[config.mk]
export PLATFORM = sky130hd
export DESIGN_NAME = ucp_div_cell
export DESIGN_NICKNAME = d
export VERILOG_FILES = /design/src/sv/assert_macros.svh /design/src/sv/ucp_pkg.sv /design/src/sv/ucp_div_cell.sv
export SDC_FILE = /design/constraint.sdc
export NUM_CORES = 1
export LEC_CHECK = 0
export ABC_AREA = 1
export BUFFER_PORTS_ARGS = -buffer_cell sky130_fd_sc_hd__buf_2
export CORE_AREA = 2 2 264 266
export CTS_BUF_LIST = sky130_fd_sc_hd__clkbuf_4 sky130_fd_sc_hd__clkbuf_8
export DETAILED_ROUTE_END_ITERATION = 16
export DIE_AREA = 0 0 266 268
export PLACE_DENSITY = 0.52
export SLEW_MARGIN = 10
export SYNTH_ARGS = -nofsm -noshare
export SYNTH_HDL_FRONTEND = slang
export SYNTH_SLANG_ARGS = --single-unit
[constraint.sdc]
create_clock -name clk_i -period 2.7 [get_ports clk_i]
set_input_delay 0.81 -clock clk_i [delete_from_list [all_inputs] [get_ports clk_i]]
set_output_delay 0.81 -clock clk_i [all_outputs]
set_load 0.01 [all_outputs]
[src/sv/assert_macros.svh]
// ----------------------------------------------------------------------------
// assert_macros.svh
// Concurrent assertion helpers; the assertions drop out when SYNTH is defined.
// ----------------------------------------------------------------------------
`ifndef ASSERT_MACROS_SVH
`define ASSERT_MACROS_SVH
`ifndef SYNTH
`define ASSERT_IMPL(lbl, clk, rstn, prop) \
  lbl: assert property (@(posedge clk) disable iff (!rstn) (prop)) else $error("assertion failed");
`define ASSERT_NORST(lbl, clk, prop) \
  lbl: assert property (@(posedge clk) (prop)) else $error("assertion failed");
`else
`define ASSERT_IMPL(lbl, clk, rstn, prop)
`define ASSERT_NORST(lbl, clk, prop)
`endif
`endif

[src/sv/ucp_pkg.sv]
// ----------------------------------------------------------------------------
// ucp_pkg
// Shared constants for the unit cross product pipeline.
// ----------------------------------------------------------------------------
package ucp_pkg;
  // Extra front stages ahead of the square root cells: products, cross terms, sum of squares.
  localparam int unsigned FRONT_STAGES = 3;
endpackage

[src/sv/ucp_div_cell.sv]
// ----------------------------------------------------------------------------
// ucp_div_cell
// One restoring division step on three numerators sharing one divisor.
// ----------------------------------------------------------------------------
module ucp_div_cell import ucp_pkg::*; #(
  parameter int unsigned RW  = 34,
  parameter int unsigned NW  = 48,
  parameter int unsigned QW  = 16
) (
  input  logic                  clk_i,
  input  logic                  en_i,
  input  logic [RW-1:0]         len_i,
  input  logic [3*NW-1:0]       num_i,
  input  logic [3*(RW+1)-1:0]   rem_i,
  input  logic [3*QW-1:0]       quo_i,
  input  logic [2:0]            neg_i,
  input  logic                  zero_i,
  output logic [RW-1:0]         len_o,
  output logic [3*NW-1:0]       num_o,
  output logic [3*(RW+1)-1:0]   rem_o,
  output logic [3*QW-1:0]       quo_o,
  output logic [2:0]            neg_o,
  output logic                  zero_o
);
  logic [3*NW-1:0]     num_d;
  logic [3*(RW+1)-1:0] rem_d;
  logic [3*QW-1:0]     quo_d;
  logic [RW:0]         sh;
  logic                ge;

  always_comb begin
    num_d = num_i;
    rem_d = rem_i;
    quo_d = quo_i;
    for (int k = 0; k < 3; k++) begin
      // Bring down the next numerator bit, subtract when it fits.
      sh = {rem_i[k*(RW+1) +: RW], num_i[k*NW + NW - 1]};
      ge = sh >= {1'b0, len_i};
      num_d[k*NW +: NW]      = {num_i[k*NW +: NW-1], 1'b0};
      rem_d[k*(RW+1) +: RW+1] = ge ? (sh - {1'b0, len_i}) : sh;
      quo_d[k*QW +: QW]      = {quo_i[k*QW +: QW-1], ge};
    end
  end

  // Hold the step while the chain is stalled.
  always_ff @(posedge clk_i) begin
    if (en_i) begin
      len_o  <= len_i;
      num_o  <= num_d;
      rem_o  <= rem_d;
      quo_o  <= quo_d;
      neg_o  <= neg_i;
      zero_o <= zero_i;
    end
  end
endmodule

==> out/metrics.csv <==
metric,value,unit
internal portion of total power,11180,uW
number of hold-slack violations in the final timing report,0,
Pwr per Cell Area,563.8,nW/um^2
Switching Power,4909,uW
number of violations of the max-capacitance limit,0,
hold depth,1,
total number of placement rows,96,
Post-CTS Setup Repair Bufs,0,
synth unique cells,30,
synthesized area,19160,um^2
post-layout min period,2.466,ns
path category of the worst min-delay check,in -> reg,
Worst-Margin Slew,0.5221,ns
initial antenna violation count,16,
Final WS setup,0.2338,ns
peak supply drop,0.0002884,V
leakage dissipation,0.01479,uW
Initial DRC Count,1176,
final WL,80340,um
total global-route track usage,21.62,%
clk sink count,332,
Placed Area,27260,um^2
clock root buffer,clkbuf_8,
post-synthesis instance total,2257,
Die Width,266,um
signal arrival time at the worst endpoint,2.86,ns
clock network fraction of total power,31.7,%
fin cells,4346,
H-tree Lvls,2,
ratio of cells with drive above 1 in the final layout,36.21,%
part of the total power dissipated in combinational logic,28.0,%
final cycle utilization of the critical path,91.34,%
#FFs+latches synth,332,
status,completed,
number of pins with negative max-slew slack in the final report,0,
Total Nets Final,3859,
"Setup violations, final",0,
global-route wire length before repair,112900,um
tightest hold margin,0.3152,ns
cts-stage hold buffer count,0,
post-synthesis sequential area ratio,52.03,%
category of the critical setup timing path,in -> reg,
maximum number of pins on one net before global-route repair,51,
placed insts,4236,
Buffers on Ports,662,
critical path required time,3.09,ns
Routed Antenna Nets,0,
Worst setup SP type,primary input,
Final GP Congestion,0.9200,
Avg Inst Size Synth,8.489,um^2
relative area change from synthesis to final layout,48.95,%
RSZ-0062 raised after global routing,no,
number of CTS-inserted buffers,61,
total of warnings raised by yosys,0,
Die Footprint,71290,um^2
via count of the first global-routing pass,17980,
Net Sw Frac,30.51,%
HPWL after detailed placement,67080,um
Resized Gates After CTS,0,
TritonCTS clock tree,done,
starting utilization of the core area,28.08,%
routed wire length per instance,18.49,um
DR DRC count,0,
fin util,41.83,%
worst slew slack as a fraction of its limit,64.83,%
post-route cell area,28540,um^2
CP max FO,34,
sequential power share,40.2,%
endpoint type of the worst setup path,register,
pre-CTS worst setup slack,-0.4299,ns
Pre-Repair DR Iteration Count,7,
Clock transition at path regs,0.06,ns
grt ovf,0,
detail-routed via count per cell,4.318,
total via count in the routed design,18770,
Max clock buf depth,3,
placeable core area,68230,um^2
Die Y-Extent,268,um
# IOs,672,
Peak Freq,405.5,MHz
worst paths after layout:
path                  start                   end  slack (ns)
setup / recovery  len_i[18]  rem_o[104]$_DFFE_PP_        0.23
hold / removal    quo_i[23]   quo_o[24]$_DFFE_PP_        0.32
worst max-delay path: stages:
cell and delay, ns:
buf_2 0.09, inv_1 0.06, buf_12 0.15, ha_1 0.35
nand2_1 0.15, inv_1 0.05, nand2_1 0.06, nand3_1 0.12
a21oi_1 0.24, nand3_2 0.13, nand3_2 0.09, nand2_4 0.07
inv_4 0.34, a21oi_2 0.09
synth_stat cells (all sizes together):
library cell,number,area share [%]
nor2,205,4.1
conb,1,0.020
nand3b,30,1.2
nand4,10,0.33
o21a,2,0.078
nand3,114,3.1
edfxtp,332,52
a21oi,78,2.1
buf,21,1.1
o21ai,18,0.47
a31oi,2,0.065
nor3,21,0.60
o21bai,8,0.31
ha,102,6.7
inv,321,6.3
fa,3,0.31
nand2,931,18
xor2,51,2.3
a21o,4,0.16
xnor2,3,0.14
per-layer routing:
metal  share of wire, %  vias up  wire length [um]  GRT usage (%)
met5              0.078        -                63              0
met4                2.4       12              1956          5.618
met3                5.5      108              4391          3.977
met2                 51      526             40930          40.16
met1                 41     8533             33000          25.50
li1                   -     9589                 -              -
stage by stage:
stage          setup TNS [ns]  power (uW)
2_1_floorplan               0        8533
3_3_place_gp           -35.50       11110
3_5_place_dp           -35.30       11120
4_1_cts                     0       16330
5_1_grt                     0       16940
6_report                    0       16090
sequential cells by signal (all words and copies together), names as in the netlist:
signal	flops
rem_o	105
neg_o	3
quo_o	48
len_o	34
num_o	141
zero_o	1
power groups by stage:
| stage | combinational, uW | sequential (uW) | clock, uW |
|---|---|---|---|
| after CTS | 4560 | 6480 | 5290 |
| final | 4510 | 6470 | 5100 |
| after global routing | 4940 | 6520 | 5480 |
| after global placement | 4530 | 6570 | 0 |
| after floorplan | 1670 | 6860 | 0 |
| after detailed placement | 4540 | 6570 | 0 |
kinds of logic after synthesis:
group / Yosys count / share of synthesized area (%)
adder cells (fa/ha/maj): 105 / 6.974
flip-flops: 332 / 52.03
AND/OR/NAND/NOR: 1311 / 27.86
AO/OA/AOI/OAI: 112 / 3.200
other: 1 / 0.01957
XOR/XNOR: 54 / 2.469
buffers and inverters: 342 / 7.445
final cells by class:
| class | instances | area (um^2) |
|---|---|---|
| well taps | 882 | 1104 |
| diodes | 4 | 10.01 |
| flip-flops and latches | 332 | 9970 |
| fillers | 7060 | 39690 |
| multi-input cells | 1585 | 7771 |
| clock inverters | 26 | 275.3 |
| repair buffers | 1116 | 7207 |
| inverters | 321 | 1212 |
| clock buffers | 80 | 988.4 |
layout by cell type, fill, tap and decap left out, types with 3 or more instances in the layout:
cell	count
a21oi_1	74
nor3_1	19
fa_1	3
xnor2_1	3
inv_2	5
o21ai_0	17
nand3_2	6
inv_1	313
nand3_1	108
clkinv_2	4
nand4_1	10
buf_4	416
nand3b_1	30
diode_2	4
o21bai_1	8
bufinv_16	5
nor2_2	9
clkbuf_8	62
xor2_1	51
edfxtp_1	332
buf_12	38
ha_1	102
nand2_4	3
a21o_1	4
conb_1	3
clkinvlp_4	3
a21oi_2	4
inv_4	3
nor2_1	196
clkinv_1	11
nand2_1	918
buf_2	661
nand2_2	10
clkbuf_4	18
Power figures use the tool's default switching activity.
