<file path="config.mk">
export PLATFORM = sky130hd
export DESIGN_NAME = ucp_sqrt_cell
export DESIGN_NICKNAME = d
export VERILOG_FILES = /design/src/sv/assert_macros.svh /design/src/sv/ucp_pkg.sv /design/src/sv/ucp_sqrt_cell.sv
export SDC_FILE = /design/constraint.sdc
export NUM_CORES = 1
export LEC_CHECK = 0
export BUFFER_PORTS_ARGS = -buffer_cell sky130_fd_sc_hd__buf_2
export CORE_ASPECT_RATIO = 0.9
export CORE_MARGIN = 4
export CORE_UTILIZATION = 44
export CTS_CLUSTER_DIAMETER = 40
export DETAILED_ROUTE_END_ITERATION = 8
export GPL_ROUTABILITY_DRIVEN = 0
export GPL_TIMING_DRIVEN = 0
export PLACE_DENSITY = 0.77
export SETUP_SLACK_MARGIN = 0.4
export SYNTH_ARGS = -nofsm -noshare
export SYNTH_HDL_FRONTEND = slang
export SYNTH_SLANG_ARGS = --single-unit
</file>
<file path="constraint.sdc">
create_clock -name clk_i -period 2.82 [get_ports clk_i]
set_input_delay 0.423 -clock clk_i [delete_from_list [all_inputs] [get_ports clk_i]]
set_output_delay 0.423 -clock clk_i [all_outputs]
set_load 0.01 [all_outputs]
</file>
<file path="src/sv/assert_macros.svh">
// ----------------------------------------------------------------------------
// assert_macros.svh
// Concurrent assertion helpers; the assertions drop out when SYNTH is defined.
// ----------------------------------------------------------------------------
`ifndef ASSERT_MACROS_SVH
`define ASSERT_MACROS_SVH
`ifndef SYNTH
`define ASSERT_IMPL(lbl, clk, rstn, prop) \
  lbl: assert property (@(posedge clk) disable iff (!rstn) (prop)) else $error("assertion failed");
`define ASSERT_NORST(lbl, clk, prop) \
  lbl: assert property (@(posedge clk) (prop)) else $error("assertion failed");
`else
`define ASSERT_IMPL(lbl, clk, rstn, prop)
`define ASSERT_NORST(lbl, clk, prop)
`endif
`endif

</file>
<file path="src/sv/ucp_pkg.sv">
// ----------------------------------------------------------------------------
// ucp_pkg
// Shared constants for the unit cross product pipeline.
// ----------------------------------------------------------------------------
package ucp_pkg;
  // Extra front stages ahead of the square root cells: products, cross terms, sum of squares.
  localparam int unsigned FRONT_STAGES = 3;
endpackage

</file>
<file path="src/sv/ucp_sqrt_cell.sv">
// ----------------------------------------------------------------------------
// ucp_sqrt_cell
// One restoring square root step: decides one result bit per cycle while en_i is high.
// ----------------------------------------------------------------------------
module ucp_sqrt_cell import ucp_pkg::*; #(
  parameter int unsigned RW  = 34,
  parameter int unsigned SW  = 68,
  parameter int unsigned CW  = 34,
  parameter int unsigned BIT = 0
) (
  input  logic                 clk_i,
  input  logic                 en_i,
  input  logic [SW-1:0]        rem_i,
  input  logic [RW-1:0]        root_i,
  input  logic signed [CW-1:0] cx_i,
  input  logic signed [CW-1:0] cy_i,
  input  logic signed [CW-1:0] cz_i,
  output logic [SW-1:0]        rem_o,
  output logic [RW-1:0]        root_o,
  output logic signed [CW-1:0] cx_o,
  output logic signed [CW-1:0] cy_o,
  output logic signed [CW-1:0] cz_o
);
  // trial = (2*root*2^BIT + 4^BIT) ; root holds bits above BIT
  logic [SW+1:0] trial;
  logic [SW+1:0] rem_q_d;
  logic          take;
  logic [SW-1:0] rem_q;
  logic [RW-1:0] root_q;
  logic signed [CW-1:0] cx_q, cy_q, cz_q;

  always_comb begin
    trial   = ({{(SW+2-RW){1'b0}}, root_i} << (BIT + 1))
            | ({{(SW+1){1'b0}}, 1'b1} << (2 * BIT));
    take    = {2'b00, rem_i} >= trial;
    rem_q_d = take ? ({2'b00, rem_i} - trial) : {2'b00, rem_i};
  end

  // Hold the step while the chain is stalled.
  always_ff @(posedge clk_i) begin
    if (en_i) begin
      rem_q  <= rem_q_d[SW-1:0];
      root_q <= take ? (root_i | (RW'(1) << BIT)) : root_i;
      cx_q   <= cx_i;
      cy_q   <= cy_i;
      cz_q   <= cz_i;
    end
  end

  assign rem_o  = rem_q;
  assign root_o = root_q;
  assign cx_o   = cx_q;
  assign cy_o   = cy_q;
  assign cz_o   = cz_q;
endmodule

</file>
==> summary by stage <==
Synth
The complex-gate fraction of the synthesized area is 0.1019. For this run, the leading register cell type out of synthesis is edfxtp_1. The largest family of logic cells by synthesized area is simple AND/OR/NAND/NOR gates. After synthesis the netlist holds a flip-flop and latch count of 204. Counting flops with an async set or reset pin after synthesis yields a share of 0. Of the total synthesized cell area, the portion taken by AND, OR, NAND and NOR gates is 0.1234. After synthesis, the cell types taking the most area are edfxtp_1 (64%), ha_1 (4.5%), xor2_1 (3.6%), nand2_1 (2.8%), a21oi_1 (2.3%). The share of Yosys cell area claimed by the top area cell type is 0.6362. The synthesized area is 9629 um^2. Counting flops with a built-in enable in the synthesized netlist gives 204.

Each instance of the synthesized netlist takes up on average 12.67 um^2. The synthesized netlist cell count is 760. The number of unique standard cell types used by synthesis is 58.

The sequential area share after synthesis is 0.6362. The warning count from the yosys run is 0. Of the total synthesized cell area, the portion taken by full adders, half adders and majority gates is 0.04756. The synthesized netlist net count is 1002. The biggest area contributor in the post-synthesis netlist is edfxtp_1. The portion of synthesized area spent on multiplexers is 0.005847.

Of the total synthesized cell area, the portion taken by XOR and XNOR cells is 0.05730.

Global routing
In the global route stage, overall resource usage came out at 0.2344. The global-route wire length before repair is 44770 um. The total global routing overflow is 0. The initial antenna violation count was 5. The largest net degree at the start of global routing is 133. The number of global-route vias before repair was 8170.

Detailed routing
The total via count after detailed routing is 8579. The count of TritonRoute iterations in the first routing pass is 6. The post-detailed-route count of antenna-violating nets is 0. The final layout contains routed wiring with a total length of 32630 um. The residual DRC count is 0. After detailed routing, the number of vias per cell comes to 5.447. In the final routed layout, each cell accounts on average for 20.72 um.

The violation count after the first detailed-route iteration is 696.

Setup path
STA classifies the critical path endpoint as a register. Data arrives at the worst endpoint at 2900 ps. Traced cell by cell, the critical path runs through buf_2 -> inv_1 -> ha_1 -> a211oi_2 -> o21ai_2 -> a32oi_2 -> a2111oi_2 -> nor3_2 -> o211ai_1 -> nor3_1 -> xor2_1. The worst setup path category is in -> reg.

On the worst path, the slowest cell contributes a delay of 400 ps. At the worst endpoint, the required time is 3100 ps. The type of origin of the critical path is an input pin. Among all stages on the critical path, the largest delay is contributed by nor3_1. The peak fanout along the critical path is 3. The cell family with the largest share of critical-path delay is compound AO/OA/AOI/OAI gates. The critical path contains buffers and inverters numbering 2 combined.

Floorplan
The chip width is 163.9 um. The placeable core area is 21570 um^2. The number of placed I/O pins is 410. The cell row count is 51. For this configuration, the core starts out at a cell density of 0.4465.

The floorplan die area is 24320 um^2. The floorplan step set the die height to 148.3 um.

Run
Max-cap violations in this run came to 0.

Power and ir drop
For this design the total switching power over the nets is 2.494 mW. The share of total power dissipated in the clock network is 0.397. The worst-case IR drop observed on VDD is 398.6 uV. The cell-internal power is 6.465 mW. The switching part of the total power is 0.2784.

The total design power is 8.959 mW. The logic gate share of total power is 0.185. Power spread over the standard cell area amounts to 608.5 nW/um^2.

The leakage power is 6.161 nW. The proportion of power drawn by flip-flops and latches is 0.418.

Clock tree
The number of hold buffers added after CTS was 0. The cell sitting at the root of the clock tree is a clkbuf_16. The clock edge transition at the registers on the reported setup and hold paths is 60 ps. The number of levels in the clock H-tree is 1. Clock tree synthesis found a total of 204 sinks. In this run, CTS created clock tree buffers numbering 31. The clock passes through at most 3 buffers. TritonCTS built the clock tree.

Layout
In the layout the commonest cells are buf_2 (402), edfxtp_1 (204), nand2_1 (53), buf_4 (40). In the final layout, flip-flops and latches occupy 6126 um^2. After filler insertion, the fill cell instance count of the layout stands at 1537. Relative to the synthesized area, the layout overhead comes to 52.90%. The library cell used most frequently in the layout, excluding fill and tap cells, is buf_2. The number of nets at the end of the flow is 1497. After the flow finishes, the layout carries non-filler instances totaling 1575.

The share of layout cells above drive strength 1 is 0.5398. The area occupied by multi-input gates is 4182 um^2.

Run status
The flow ran to the end, and the final reports show no timing, DRC or antenna violations.

Placed design
Detailed placement ended at an HPWL of 22840 um. The number of cells after detailed placement is 1461. During placement, the flow inserted port buffers numbering 409.

Timing
Measured against its own limit, the worst slew margin works out to 0.5372. The number of setup violations in the final report is 0. The routed design could run at a clock period as short as 2620 ps.

The transition time at the pin with the least slew margin is 694.2 ps. The final hold violation count is 0. Setup repair after global routing could not meet its margin everywhere. Derived from the worst setup path, the maximum achievable clock frequency is 381.7 MHz. The fraction of the cycle the final worst path needs is 0.9290. The total count of max-transition violations in the final report is 0.

Min path
The worst min-delay path class is in -> reg. The worst min-delay path endpoint is cy_o[20]. Counting instances, the worst hold path has a depth of 1.

The worst min-delay path startpoint is cy_i[20].
## synth_stat cells, drive strengths merged, types with 4 or more instances
| library cell | instances |
|---|---|
| xor2 | 40 |
| clkbuf | 13 |
| mux2 | 5 |
| nor2 | 34 |
| a31oi | 6 |
| nand4 | 12 |
| o21bai | 9 |
| nor3 | 20 |
| nor4 | 18 |
| nand3 | 14 |
| o21a | 4 |
| o211ai | 10 |
| nand2b | 13 |
| or3 | 7 |
| nor3b | 5 |
| a21o | 9 |
| buf | 7 |
| nor2b | 7 |
| o21ai | 55 |
| or4 | 10 |
| a211oi | 5 |
| a21oi | 44 |
| ha | 35 |
| or2 | 5 |
| inv | 45 |
| edfxtp | 204 |
| xnor2 | 23 |
| nand2 | 72 |
## worst max path at each step
stage                   start         to  slack (ps)  cells after the start
finish              root_i[0]  rem_o[61]         200                     11
global route        rem_i[54]  rem_o[57]         140                     11
CTS                 rem_i[56]  rem_o[60]         290                     10
detailed placement  root_i[2]  rem_o[61]        -740                     11
global placement         en_i    cx_o[1]       -1290                      1
floorplan           rem_i[56]  rem_o[16]           8                      8
## per-layer routing
| metal | vias up | GRT usage | share of wire |
|---|---|---|---|
| met5 | - | 0 | 0.00037 |
| met4 | 2 | 0.08805 | 0.055 |
| met3 | 132 | 0.05265 | 0.086 |
| met2 | 508 | 0.4207 | 0.50 |
| met1 | 4060 | 0.2742 | 0.36 |
| li1 | 3877 | - | - |
## repair_timing
action                     4_1_cts  5_1_grt
cloned                           0        4
pin swaps                       11       71
hold endpoints to repair         0        0
buffers inserted                16       32
gates resized for setup         75      158
setup endpoints to repair       69       69
## cells by family (layout without fill, tap and decap cells)
logic type | Yosys count | after routing
simple gates | 227 | 227
flops | 204 | 204
compound gates | 160 | 160
buf+inv | 65 | 585
xor+xnor | 63 | 63
fa+ha+maj | 36 | 36
mux | 5 | 5
other cells | 0 | 4
## registers in the layout, indices dropped and copies added (netlist names)
signal / cells
root_o: 34
rem_o: 68
cy_o: 34
cx_o: 34
cz_o: 34
## power groups by stage
stage	registers, mW	logic (mW)	clock network [mW]
final	3.74	1.66	3.56
after global routing	3.77	1.76	3.78
after CTS	3.74	1.43	3.63
after detailed placement	3.80	1.36	0
after global placement	3.81	1.33	0
after floorplan	3.98	0.511	0
## stage by stage
| stage | setup TNS, ps | util | area (um^2) | setup WS, ps | hold slack [ps] |
|---|---|---|---|---|---|
| finish | 0 | 0.6826 | 14720 | 200.3 | 38.44 |
| global route | 0 | 0.6826 | 14720 | 138.0 | 12.66 |
| CTS | 0 | 0.6348 | 13690 | 288.2 | 16.52 |
| detailed placement | -31080 | 0.5680 | 12250 | -740.4 | 601.5 |
| global placement | -288910 | 0.5663 | 12210 | -1286 | 599.1 |
| floorplan | 0 | - | 9803 | 8.044 | 521.9 |
## final cells by class
cell class	count	area share
sequential	204	0.4161
multi-input combinational	491	0.2840
timing repair buffer	462	0.1800
clock buffer	33	0.05320
tap	291	0.02473
buffer	20	0.01547
clock inverter	25	0.01419
inverter	45	0.01164
antenna	4	0.0006799
Power figures use the tool's default switching activity.
